`config.mk`:
```
export PLATFORM = sky130hd
export DESIGN_NAME = morse_keyer_encoder
export DESIGN_NICKNAME = d
export VERILOG_FILES = /design/src/mke_pkg.sv /design/src/mke_ram.sv /design/src/morse_keyer_encoder.sv
export SDC_FILE = /design/constraint.sdc
export NUM_CORES = 1
export LEC_CHECK = 0
export BUFFER_PORTS_ARGS = -buffer_cell sky130_fd_sc_hd__buf_2
export CAP_MARGIN = 20
export CELL_PAD_IN_SITES_DETAIL_PLACEMENT = 0
export CELL_PAD_IN_SITES_GLOBAL_PLACEMENT = 1
export CORE_MARGIN = 4
export CORE_UTILIZATION = 51
export CTS_CLUSTER_SIZE = 24
export DETAILED_ROUTE_END_ITERATION = 7
export GPL_TIMING_DRIVEN = 1
export PLACE_DENSITY = 0.85
export SKIP_LAST_GASP = 1
export SYNTH_ARGS = -nofsm -noshare
export SYNTH_HDL_FRONTEND = slang
export SYNTH_HIERARCHICAL = 1
export SYNTH_SLANG_ARGS = --single-unit
```
`constraint.sdc`:
```
create_clock -name clk -period 9.2 [get_ports clk]
set_input_delay 1.84 -clock clk [delete_from_list [all_inputs] [get_ports clk]]
set_output_delay 1.84 -clock clk [all_outputs]
set_load 0.1 [all_outputs]
```
`src/mke_pkg.sv`:
```
// Morse keyer encoder package: request and result structs, request codes,
// register map and the character-to-code tables. No dependencies.
package mke_pkg;

  localparam int MSG_LEN = 64;
  localparam int ADDR_W  = $clog2(MSG_LEN);
  localparam int CNT_W   = $clog2(MSG_LEN + 1);

  localparam logic [1:0] REQ_TICK   = 2'd0;
  localparam logic [1:0] REQ_APPEND = 2'd1;
  localparam logic [1:0] REQ_CLEAR  = 2'd2;

  localparam logic REG_DOT_TICKS = 1'b0;

  localparam logic [7:0] DOT_TICKS_RESET = 8'd15;

  localparam logic [7:0] CH_SPACE = 8'h20;
  localparam logic [7:0] CH_0     = 8'h30;
  localparam logic [7:0] CH_9     = 8'h39;
  localparam logic [7:0] CH_UA    = 8'h41;
  localparam logic [7:0] CH_UZ    = 8'h5A;
  localparam logic [7:0] CH_LA    = 8'h61;
  localparam logic [7:0] CH_LZ    = 8'h7A;

  typedef struct packed {
    logic [1:0] req_type;
    logic [7:0] char_code;
  } mke_in_t;

  typedef struct packed {
    logic       key_on;
    logic       active;
    logic [6:0] chars_sent;
    logic       append_rejected;
  } mke_out_t;

  // bit i set: element i is a dash
  localparam logic [4:0] DIGIT_PAT [10] = '{
    5'h1F, 5'h1E, 5'h1C, 5'h18, 5'h10, 5'h00, 5'h01, 5'h03, 5'h07, 5'h0F
  };

  localparam logic [2:0] LETTER_LEN [26] = '{
    3'd2, 3'd4, 3'd4, 3'd3, 3'd1, 3'd4, 3'd3, 3'd4, 3'd2, 3'd4, 3'd3, 3'd4, 3'd2,
    3'd2, 3'd3, 3'd4, 3'd4, 3'd3, 3'd3, 3'd1, 3'd3, 3'd4, 3'd3, 3'd4, 3'd4, 3'd4
  };

  localparam logic [4:0] LETTER_PAT [26] = '{
    5'h2, 5'h1, 5'h5, 5'h1, 5'h0, 5'h4, 5'h3, 5'h0, 5'h0, 5'hE, 5'h5, 5'h2, 5'h3,
    5'h1, 5'h7, 5'h6, 5'hB, 5'h2, 5'h0, 5'h1, 5'h4, 5'h8, 5'h6, 5'h9, 5'hD, 5'h3
  };

  // element count; zero for characters that send nothing
  function automatic logic [2:0] code_len(input logic [7:0] ch);
    logic [2:0] len;
    len = 3'd0;
    if (ch >= CH_0 && ch <= CH_9) begin
      len = 3'd5;
    end else if (ch >= CH_UA && ch <= CH_UZ) begin
      len = LETTER_LEN[5'(ch - CH_UA)];
    end else if (ch >= CH_LA && ch <= CH_LZ) begin
      len = LETTER_LEN[5'(ch - CH_LA)];
    end
    return len;
  endfunction

  function automatic logic [4:0] code_pat(input logic [7:0] ch);
    logic [4:0] pat;
    pat = 5'd0;
    if (ch >= CH_0 && ch <= CH_9) begin
      pat = DIGIT_PAT[4'(ch - CH_0)];
    end else if (ch >= CH_UA && ch <= CH_UZ) begin
      pat = LETTER_PAT[5'(ch - CH_UA)];
    end else if (ch >= CH_LA && ch <= CH_LZ) begin
      pat = LETTER_PAT[5'(ch - CH_LA)];
    end
    return pat;
  endfunction

endpackage

```
`src/mke_ram.sv`:
```
// Generic single-write, single-read RAM with registered read data.
// No dependencies.
module mke_ram #(
  parameter int WIDTH = 8,
  parameter int DEPTH = 64
) (
  input  logic                     clk,
  input  logic                     we,
  input  logic [$clog2(DEPTH)-1:0] waddr,
  input  logic [WIDTH-1:0]         wdata,
  input  logic [$clog2(DEPTH)-1:0] raddr,
  output logic [WIDTH-1:0]         rdata
);

  logic [WIDTH-1:0] mem [DEPTH];
  logic [WIDTH-1:0] rdata_r;

  always_ff @(posedge clk) begin
    if (we) begin
      mem[waddr] <= wdata;
    end
    rdata_r <= mem[raddr];
  end

  assign rdata = rdata_r;

endmodule

```
`src/morse_keyer_encoder.sv`:
```
// Morse keyer encoder top level: message buffer, keying state, APB register.
// Depends on mke_pkg and mke_ram.
// Results are registered, through the skid register when the output is stalled.
// Throughput: one request per cycle unless stalled; two buffer copies give
// the current and the following character each cycle, write-forwarded on both.
// Reset clears all control state and sets dot_ticks to 15; the message
// buffer is not cleared and is only read below the write count.
module morse_keyer_encoder (
  input  logic             clk,
  input  logic             rst_n,
  input  logic             in_valid,
  output logic             in_stall,
  input  mke_pkg::mke_in_t in_data,
  output logic             out_valid,
  input  logic             out_stall,
  output mke_pkg::mke_out_t out_data,
  input  logic             psel,
  input  logic             penable,
  input  logic             pwrite,
  input  logic [2:0]       paddr,
  input  logic [31:0]      pwdata,
  output logic [31:0]      prdata,
  output logic             pready
);

  localparam int AW = mke_pkg::ADDR_W;
  localparam int CW = mke_pkg::CNT_W;

  logic [7:0]    dot_ticks_r;
  logic [CW-1:0] wc_r, wc_nxt;
  logic [CW-1:0] ri_r, ri_nxt;
  logic [10:0]   tick_r, tick_nxt;
  logic [3:0]    seg_r, seg_nxt;
  logic          snd_r, snd_nxt;
  logic [10:0]   gap_r, gap_nxt;

  logic          fwd0_r, fwd1_r;
  logic [7:0]    fwd_data_r;
  logic [7:0]    q0, q1, ch0, ch1;

  logic             out_valid_r, skid_valid_r;
  mke_pkg::mke_out_t out_data_r, skid_data_r, res;

  logic          acc, we, out_free;
  logic [AW-1:0] raddr0, raddr1;
  logic [CW-1:0] ri_nxt_inc;

  assign acc      = in_valid && !skid_valid_r;
  assign in_stall = skid_valid_r;
  assign out_free = !out_valid_r || !out_stall;

  assign ch0 = fwd0_r ? fwd_data_r : q0;
  assign ch1 = fwd1_r ? fwd_data_r : q1;

  // request processing
  always_comb begin
    logic [9:0]  dot3, dur;
    logic [10:0] dot7, tc;
    logic [2:0]  len;
    logic [7:0]  pat8;
    logic [3:0]  span, seg_inc;
    logic [CW-1:0] ri1, ri2;
    logic        busy, zeroed, key, rej;

    wc_nxt   = wc_r;
    ri_nxt   = ri_r;
    tick_nxt = tick_r;
    seg_nxt  = seg_r;
    snd_nxt  = snd_r;
    gap_nxt  = gap_r;
    we       = 1'b0;
    key      = 1'b0;
    rej      = 1'b0;
    busy     = 1'b0;
    zeroed   = 1'b0;
    dur      = '0;
    tc       = '0;

    dot3    = {2'b00, dot_ticks_r} + {1'b0, dot_ticks_r, 1'b0};
    dot7    = {dot_ticks_r, 3'b000} - {3'b000, dot_ticks_r};
    len     = mke_pkg::code_len(ch0);
    pat8    = {3'b000, mke_pkg::code_pat(ch0)};
    span    = {len, 1'b0};
    seg_inc = seg_r + 4'd1;
    ri1     = ri_r + CW'(1);
    ri2     = ri_r + CW'(2);

    if (acc) begin
      unique case (in_data.req_type)
        mke_pkg::REQ_TICK: begin
          if (snd_r) begin
            if (seg_r < span) begin
              if (!seg_r[0]) begin
                dur = pat8[seg_r[3:1]] ? dot3 : {2'b00, dot_ticks_r};
                key = 1'b1;
              end else begin
                dur = {2'b00, dot_ticks_r};
              end
              tc = tick_r + 11'd1;
              if (tc >= {1'b0, dur}) begin
                tc      = '0;
                seg_nxt = seg_inc;
                if (seg_inc >= 4'(span - 4'd1)) begin
                  seg_nxt = '0;
                  zeroed  = 1'b1;
                end
              end
              tick_nxt = tc;
            end
            busy = !zeroed && (seg_nxt < span);
          end else begin
            tc = tick_r + 11'd1;
            if (tc >= gap_r) begin
              tc = '0;
            end
            tick_nxt = tc;
            busy     = tc != 11'd0;
          end
          if (!busy) begin
            if (snd_r) begin
              snd_nxt = 1'b0;
              if (ri1 < wc_r && ch1 == mke_pkg::CH_SPACE) begin
                gap_nxt = dot7;
                ri_nxt  = ri2;
              end else begin
                gap_nxt = {1'b0, dot3};
                ri_nxt  = ri1;
              end
            end else if (ri_r < wc_r) begin
              snd_nxt = 1'b1;
            end
          end
        end
        mke_pkg::REQ_APPEND: begin
          if (wc_r < CW'(mke_pkg::MSG_LEN)) begin
            we     = 1'b1;
            wc_nxt = wc_r + CW'(1);
          end else begin
            rej = 1'b1;
          end
        end
        mke_pkg::REQ_CLEAR: begin
          wc_nxt   = '0;
          ri_nxt   = '0;
          tick_nxt = '0;
          seg_nxt  = '0;
          snd_nxt  = 1'b0;
          gap_nxt  = '0;
        end
        default: begin
        end
      endcase
    end

    res.key_on          = key;
    res.active          = snd_nxt || (ri_nxt < wc_nxt);
    res.chars_sent      = 7'(ri_nxt);
    res.append_rejected = rej;
  end

  assign ri_nxt_inc = ri_nxt + CW'(1);
  assign raddr0     = ri_nxt[AW-1:0];
  assign raddr1     = ri_nxt_inc[AW-1:0];

  mke_ram #(.WIDTH(8), .DEPTH(mke_pkg::MSG_LEN)) u_ram_cur (
    .clk   (clk),
    .we    (we),
    .waddr (wc_r[AW-1:0]),
    .wdata (in_data.char_code),
    .raddr (raddr0),
    .rdata (q0)
  );

  mke_ram #(.WIDTH(8), .DEPTH(mke_pkg::MSG_LEN)) u_ram_next (
    .clk   (clk),
    .we    (we),
    .waddr (wc_r[AW-1:0]),
    .wdata (in_data.char_code),
    .raddr (raddr1),
    .rdata (q1)
  );

  always_ff @(posedge clk) begin
    if (!rst_n) begin
      dot_ticks_r  <= mke_pkg::DOT_TICKS_RESET;
      wc_r         <= '0;
      ri_r         <= '0;
      tick_r       <= '0;
      seg_r        <= '0;
      snd_r        <= 1'b0;
      gap_r        <= '0;
      fwd0_r       <= 1'b0;
      fwd1_r       <= 1'b0;
      out_valid_r  <= 1'b0;
      skid_valid_r <= 1'b0;
    end else begin
      if (psel && penable && pwrite && paddr[2] == mke_pkg::REG_DOT_TICKS) begin
        dot_ticks_r <= pwdata[7:0];
      end
      wc_r   <= wc_nxt;
      ri_r   <= ri_nxt;
      tick_r <= tick_nxt;
      seg_r  <= seg_nxt;
      snd_r  <= snd_nxt;
      gap_r  <= gap_nxt;
      fwd0_r <= we && (wc_r[AW-1:0] == raddr0);
      fwd1_r <= we && (wc_r[AW-1:0] == raddr1);
      if (out_free) begin
        if (skid_valid_r) begin
          out_valid_r  <= 1'b1;
          skid_valid_r <= 1'b0;
        end else begin
          out_valid_r <= acc;
        end
      end else if (acc) begin
        skid_valid_r <= 1'b1;
      end
    end
  end

  // payload
  always_ff @(posedge clk) begin
    fwd_data_r <= in_data.char_code;
    if (out_free) begin
      out_data_r <= skid_valid_r ? skid_data_r : res;
    end else if (acc) begin
      skid_data_r <= res;
    end
  end

  always_comb begin
    prdata = '0;
    if (paddr[2] == mke_pkg::REG_DOT_TICKS) begin
      prdata = {24'd0, dot_ticks_r};
    end
  end

  assign pready    = 1'b1;
  assign out_valid = out_valid_r;
  assign out_data  = out_data_r;

endmodule

```
==> impl_metrics.json, run 1 <==
{
  "min_period_over_period_pct": 95.52,
  "grt_start_max_net_pins": 112,
  "syn_area_um2": 47220,
  "n_fill_cell": 6569,
  "cts_buffers": 104,
  "ys.flop_type": "edfxtp_1",
  "synth_top_area_share_pct": 66.39,
  "power_mw": 10.33,
  "worstSetupPathType": "flip-flop to flip-flop",
  "cellLeakagePower_nw": 16.74,
  "htreeDepth": 3,
  "ir_drop_mv": 0.1444,
  "dp_cells": 3916,
  "syn2layout_area_growth_pct": 11.61,
  "final_cells": 4118,
  "cp_top_family": "compound AO/OA/AOI/OAI gates",
  "power_per_cell_area_nw_per_um2": 195.9,
  "core_area_um2": 91800,
  "cts.clk_slew.worst_paths_ps": 70,
  "hold_slack_ps": 496.7,
  "synth_largest_area_cell": "edfxtp_1",
  "detail-route-antenna-nets": 0,
  "critical_path.slowest_cell": "ha_1",
  "status": "complete, no violations",
  "min_to": "gap_r[4]",
  "maxSlewViolCount": 0,
  "max-cap-violations": 0,
  "layout_commonest_cell": "edfxtp_1",
  "avgSynthCellArea_um2": 17.54,
  "gp_congestion": 0.8598,
  "finalSetupViolCount": 0,
  "synthCells": 2692,
  "final_cell_mix": "edfxtp_1, mux4_2, nor2_1",
  "antenna_found_initial": 3,
  "grt_pass1_vias": 25736,
  "die_h_um": 312.3,
  "relSlewSlack_pct": 26.53,
  "hold_viol": 0,
  "utilization_pct": 57.40,
  "hold_buffers": 0,
  "fmax_mhz": 113.8,
  "die_area_um2": 97520,
  "insertion_delay_ps": 700,
  "clkSinkCount": 1121,
  "finalSetupTns_ps": 0,
  "grt.overflow.total": 0,
  "routedWlPerCell_um": 25.64,
  "cts_tree": "done",
  "hp-start": "gap_r[4]",
  "final_area_um2": 52700,
  "synth_cell_type_count": 93,
  "initial_utilization_pct": 51.43,
  "final_nets": 2921,
  "synth_edf_count": 1044,
  "drt_iter0_markers": 2883,
  "ios": 97,
  "cpPeakStageDelay_ps": 410,
  "whs_path_depth": 2,
  "portBuffers": 45,
  "endpoint_kind": "flip-flop",
  "startpoint_type": "flip-flop",
  "cp.arrival_ps": 9320,
  "rsz0062_at_grt": "no",
  "cp_num_buf_inv": 7,
  "async_flop_share_pct": 0,
  "drtPass1Iterations": 6,
  "yosysSeqAreaShare_pct": 69.66,
  "critPathRequiredTime_ps": 9730,
  "die_w_um": 312.3,
  "layout-drive-gt1-share_pct": 21.47,
  "dpl_cell_area_um2": 48940,
  "synth-seq-cells": 1121,
  "worst_slew_pin_slew_ps": 1102,
  "routed_via_density": 6.192,
  "ctsLongestPathBuffers": 3,
  "fin_crit_ps": 8788,
  "rrSetupSlack_ps": 410,
  "track_usage_pct": 21.39,
  "rr_endpoint": "u_ram_next/rdata[4]",
  "setup_slack_ps": 411.8,
  "drc": 0,
  "cts_root_buf": "clkbuf_16",
  "hpwl_um": 63090,
  "r2r_cells": 42,
  "critical_path.max_fanout": 9,
  "ys.warnings.count": 6,
  "grt_pass1_wl_um": 159700,
  "hold_class": "flip-flop to flip-flop",
  "r2r_start": "fwd0_r",
  "num_vias": 25497,
  "finalWirelength_um": 105600,
  "fin_skew_ps": 39.13,
  "preCtsSetupSlack_ps": 116.3,
  "yosys-top-cells-area": "edfxtp_1, mux4_2, dfxtp_1",
  "row_count": 111,
  "cp_num_cells": 42
}
## worst register-to-register path: cells and delay by family, from the launching register on
family	cells	cell delay, ps
adders and majority gates	5	1410
DFF	1	400
buffers and inverters	7	1180
and+or+nand+nor	8	1150
xor gates and xnor gates	1	170
AOI/OAI and AO/OA	16	3170
muxes	5	1150
## logic make-up (layout without fill, tap and decap cells)
family                     Yosys count  in the layout  share of synthesized area (%)
xor gates and xnor gates            50             50                          1.018
AOI/OAI and AO/OA                  307            307                          4.804
muxes                              353            353                          14.32
other                                2             26                        0.01591
buffers and inverters              202            361                          2.372
adders and majority gates           82             82                          2.189
and+or+nand+nor                    575            575                          5.623
DFF                               1121           1121                          69.66
## flip-flops by register name, indices dropped and copies added, names as in the netlist, 4 cells and up
name / cells
skid_data_r: 10
wc_r: 7
tick_r: 11
u_ram_next/mem: 512
u_ram_cur/rdata: 8
seg_r: 4
dot_ticks_r: 8
u_ram_next/rdata: 8
u_ram_cur/mem: 512
gap_r: 11
out_data: 10
fwd_data_r: 8
ri_r: 7
## final cells by class
class                   instances  area (um^2)  share of cell area [%]
clock inverters                58        730.7                   1.387
flip-flops and latches       1121        32890                   62.42
clock buffers                 135         2800                   5.314
diodes                          1        2.502                0.004749
multi-input cells            1392        13410                   25.45
repair buffers                120         1114                   2.113
well taps                    1243         1555                   2.951
inverters                      48        188.9                  0.3585
## cells in the mapped netlist (15+ instances only)
cell	n
ha_1	81
mux4_2	252
nor2b_1	37
mux2i_1	62
a211oi_1	15
inv_1	46
o21ai_0	29
nand2b_1	24
clkbuf_1	58
nor2_1	248
a22oi_1	18
nand3_1	48
buf_2	23
xnor2_1	30
dfxtp_1	77
nand2_1	108
a21o_1	19
nor3_1	41
a21oi_1	60
xor2_1	16
mux2_2	36
edfxtp_1	1044
buf_4	51
o221ai_1	18
o22ai_1	20
## where the power goes
part / total [mW] / switching [mW] / internal, mW / leakage (nW)
Combinational: 0.308 / 0.239 / 0.0685 / 5.00
Clock: 4.43 / 1.85 / 2.58 / 1.70
Sequential: 5.59 / 0.0104 / 5.58 / 10.0
Total: 10.3 / 2.10 / 8.22 / 16.7
## per-layer routing
layer  vias up  track usage [%]  part of all wire, %
met1     13150            29.15                   39
met4         6            6.292                  2.5
met3       179            4.602                  9.3
met2      1222            35.12                   49
li1      10940                -                    -
met5         -                0                0.032
## worst max path at each step
stage / endpoint / start / slack (ps)
final: u_ram_next/rdata[4] / fwd0_r / 410
after global placement: u_ram_cur/rdata[4] / fwd0_r / 290
after detailed placement: u_ram_cur/rdata[4] / fwd0_r / 120
after floorplan: u_ram_next/rdata[0] / fwd0_r / 520
after CTS: u_ram_cur/rdata[4] / fwd0_r / 30
after global routing: u_ram_next/rdata[6] / fwd0_r / 2
## timing repair
item                       4_1_cts  5_1_grt
gates resized for setup          0       20
setup buffers                    0        3
hold endpoints to repair         0        0
setup endpoints to repair        0       17
(Power assumes the default switching activity.)
==> inputs of run 2 (changes only) <==
CTS_CLUSTER_SIZE = unset   (was 24)
PLACE_DENSITY = unset   (was 0.85)
PLACE_DENSITY_LB_ADDON = 0.25   (was unset)
==> impl_metrics.json, run 2 (synthesis gave the netlist of run 1 again) <==
{
  "hold_class": "flip-flop to flip-flop",
  "hold_buffers": 0,
  "drt_iter0_markers": 2951,
  "grt_util_met3_pct": 3.998,
  "dp_cells": 3925,
  "pwr-share-comb_pct": 3.0,
  "gp_congestion": 0.8560,
  "cts_tree": "done",
  "largestRegisters": "u_ram_cur/mem x512, u_ram_next/mem x512",
  "dpl_cell_area_um2": 49030,
  "final_area_um2": 52900,
  "critPathRequiredTime_ps": 9760,
  "finalSetupViolCount": 0,
  "worstSetupPathType": "flip-flop to flip-flop",
  "detail-route-antenna-nets": 0,
  "critical_path.slowest_cell": "mux4_2",
  "finalWirelength_um": 107900,
  "routed_via_density": 6.133,
  "hpwl_um": 65590,
  "fmax_mhz": 114.9,
  "layout-drive-gt1-share_pct": 21.94,
  "maxSlewViolCount": 0,
  "hold_viol": 0,
  "utilization_pct": 57.62,
  "hold_slack_ps": 489.0,
  "n_antenna_cell": 0,
  "rsz0062_at_grt": "no",
  "clkSinkCount": 1121,
  "fin_crit_ps": 8700,
  "core_area_um2": 91800,
  "drc": 0,
  "power_switching_mw": 2.143,
  "initial_utilization_pct": 51.43,
  "grtUsageMet2_pct": 34.83,
  "startpoint_type": "flip-flop",
  "final_cells": 4146,
  "cellLeakagePower_nw": 16.86,
  "power.clock.fraction_pct": 43.4,
  "track_usage_pct": 21.80,
  "cts.clk_slew.worst_paths_ps": 60,
  "n_fill_cell": 6740,
  "max-cap-violations": 0,
  "finalSetupTns_ps": 0,
  "relSlewSlack_pct": 27.10,
  "setup_slack_ps": 500.3,
  "fin_skew_ps": 18.53,
  "status": "complete, no violations",
  "power_mw": 10.42,
  "min_period_over_period_pct": 94.56,
  "grt_pass1_vias": 25459,
  "critical_path.max_fanout": 13,
  "portBuffers": 45,
  "cp.arrival_ps": 9260,
  "preCtsSetupSlack_ps": -238.8,
  "syn2layout_area_growth_pct": 12.04,
  "ctsLongestPathBuffers": 3,
  "p_int_mw": 8.278,
  "final_cell_mix": "edfxtp_1, mux4_2, nor2_1",
  "insertion_delay_ps": 690,
  "cpPeakStageDelay_ps": 580,
  "p_seq_share_pct": 53.6,
  "die_w_um": 312.3,
  "ir_drop_mv": 0.1722,
  "layout_commonest_cell": "edfxtp_1",
  "path_common_cell": "buf_4",
  "grt.overflow.total": 0,
  "cts_buffers": 111,
  "grt_start_max_net_pins": 102,
  "die_area_um2": 97520,
  "num_vias": 25429,
  "top_usage_layer": "met2",
  "grt_pass1_wl_um": 161500,
  "drtPass1Iterations": 6,
  "power_per_cell_area_nw_per_um2": 197.0,
  "globalRouteMet1Util_pct": 31.33,
  "final_nets": 2941,
  "swShare_pct": 20.57,
  "row_count": 111,
  "cts_root_buf": "clkbuf_16",
  "htreeDepth": 3,
  "antenna_found_initial": 1,
  "endpoint_kind": "flip-flop",
  "die_h_um": 312.3,
  "ios": 97,
  "worst_slew_pin_slew_ps": 1094,
  "routedWlPerCell_um": 26.01
}
## run 2: changes by cell type in the layout (fill, tap and decap cells not counted), sizes merged, moves of 2 or more
cell	before	now
bufinv	15	11
clkinvlp	10	6
inv	54	52
buf	117	131
clkinv	27	41
clkbuf	138	149
## run 2: what timing repair did
action                                  4_1_cts  5_1_grt
endpoints found under the setup margin       17       18
setup buffers                                 0        9
cloned                                        0        3
pin swaps                                     0        4
resized for setup                             1       18
## run 2: path summary, 6_finish.rpt
kind / slack (ps) / cells after the start / from / to
hold reg to reg: 490 / 2 / gap_r[5] / gap_r[5]
hold / removal: 490 / 2 / gap_r[5] / gap_r[5]
setup / recovery: 500 / 36 / fwd0_r / u_ram_cur/rdata[5]
setup reg to reg: 500 / 36 / fwd0_r / u_ram_cur/rdata[5]
## run 2: power by group through the flow
stage | clock [mW] | combinational [mW] | sequential, mW
finish | 4.52 | 0.312 | 5.59
global route | 4.83 | 0.336 | 5.59
CTS | 4.61 | 0.312 | 5.59
detailed placement | 0 | 0.311 | 5.70
global placement | 0 | 0.300 | 5.70
floorplan | 0 | 0.166 | 5.72
## run 2: per-layer routing
layer	routed length (um)	vias to the layer above	share of wire, %
met1	45020	13256	42
met3	8554	162	7.9
met2	51820	1038	48
li1	-	10973	-
met4	2461	0	2.3
met5	0	-	0
## run 2: worst max-delay path, delay by kind of cell (launching register included)
family | cells | cell delay [ps]
compound gates | 17 | 3490
simple gates | 8 | 1310
mux | 3 | 1260
buf+inv | 5 | 1050
fa+ha+maj | 2 | 580
xor+xnor | 1 | 470
flops | 1 | 380
## run 2: layout make-up
type,instances,area (um^2),share of cell area [%]
repair buffers,133,1144,2.162
clock buffers,147,3034,5.736
inverters,48,188.9,0.3571
multi-input cells,1392,13440,25.40
well taps,1243,1555,2.940
flip-flops and latches,1121,32890,62.18
clock inverters,62,646.9,1.223
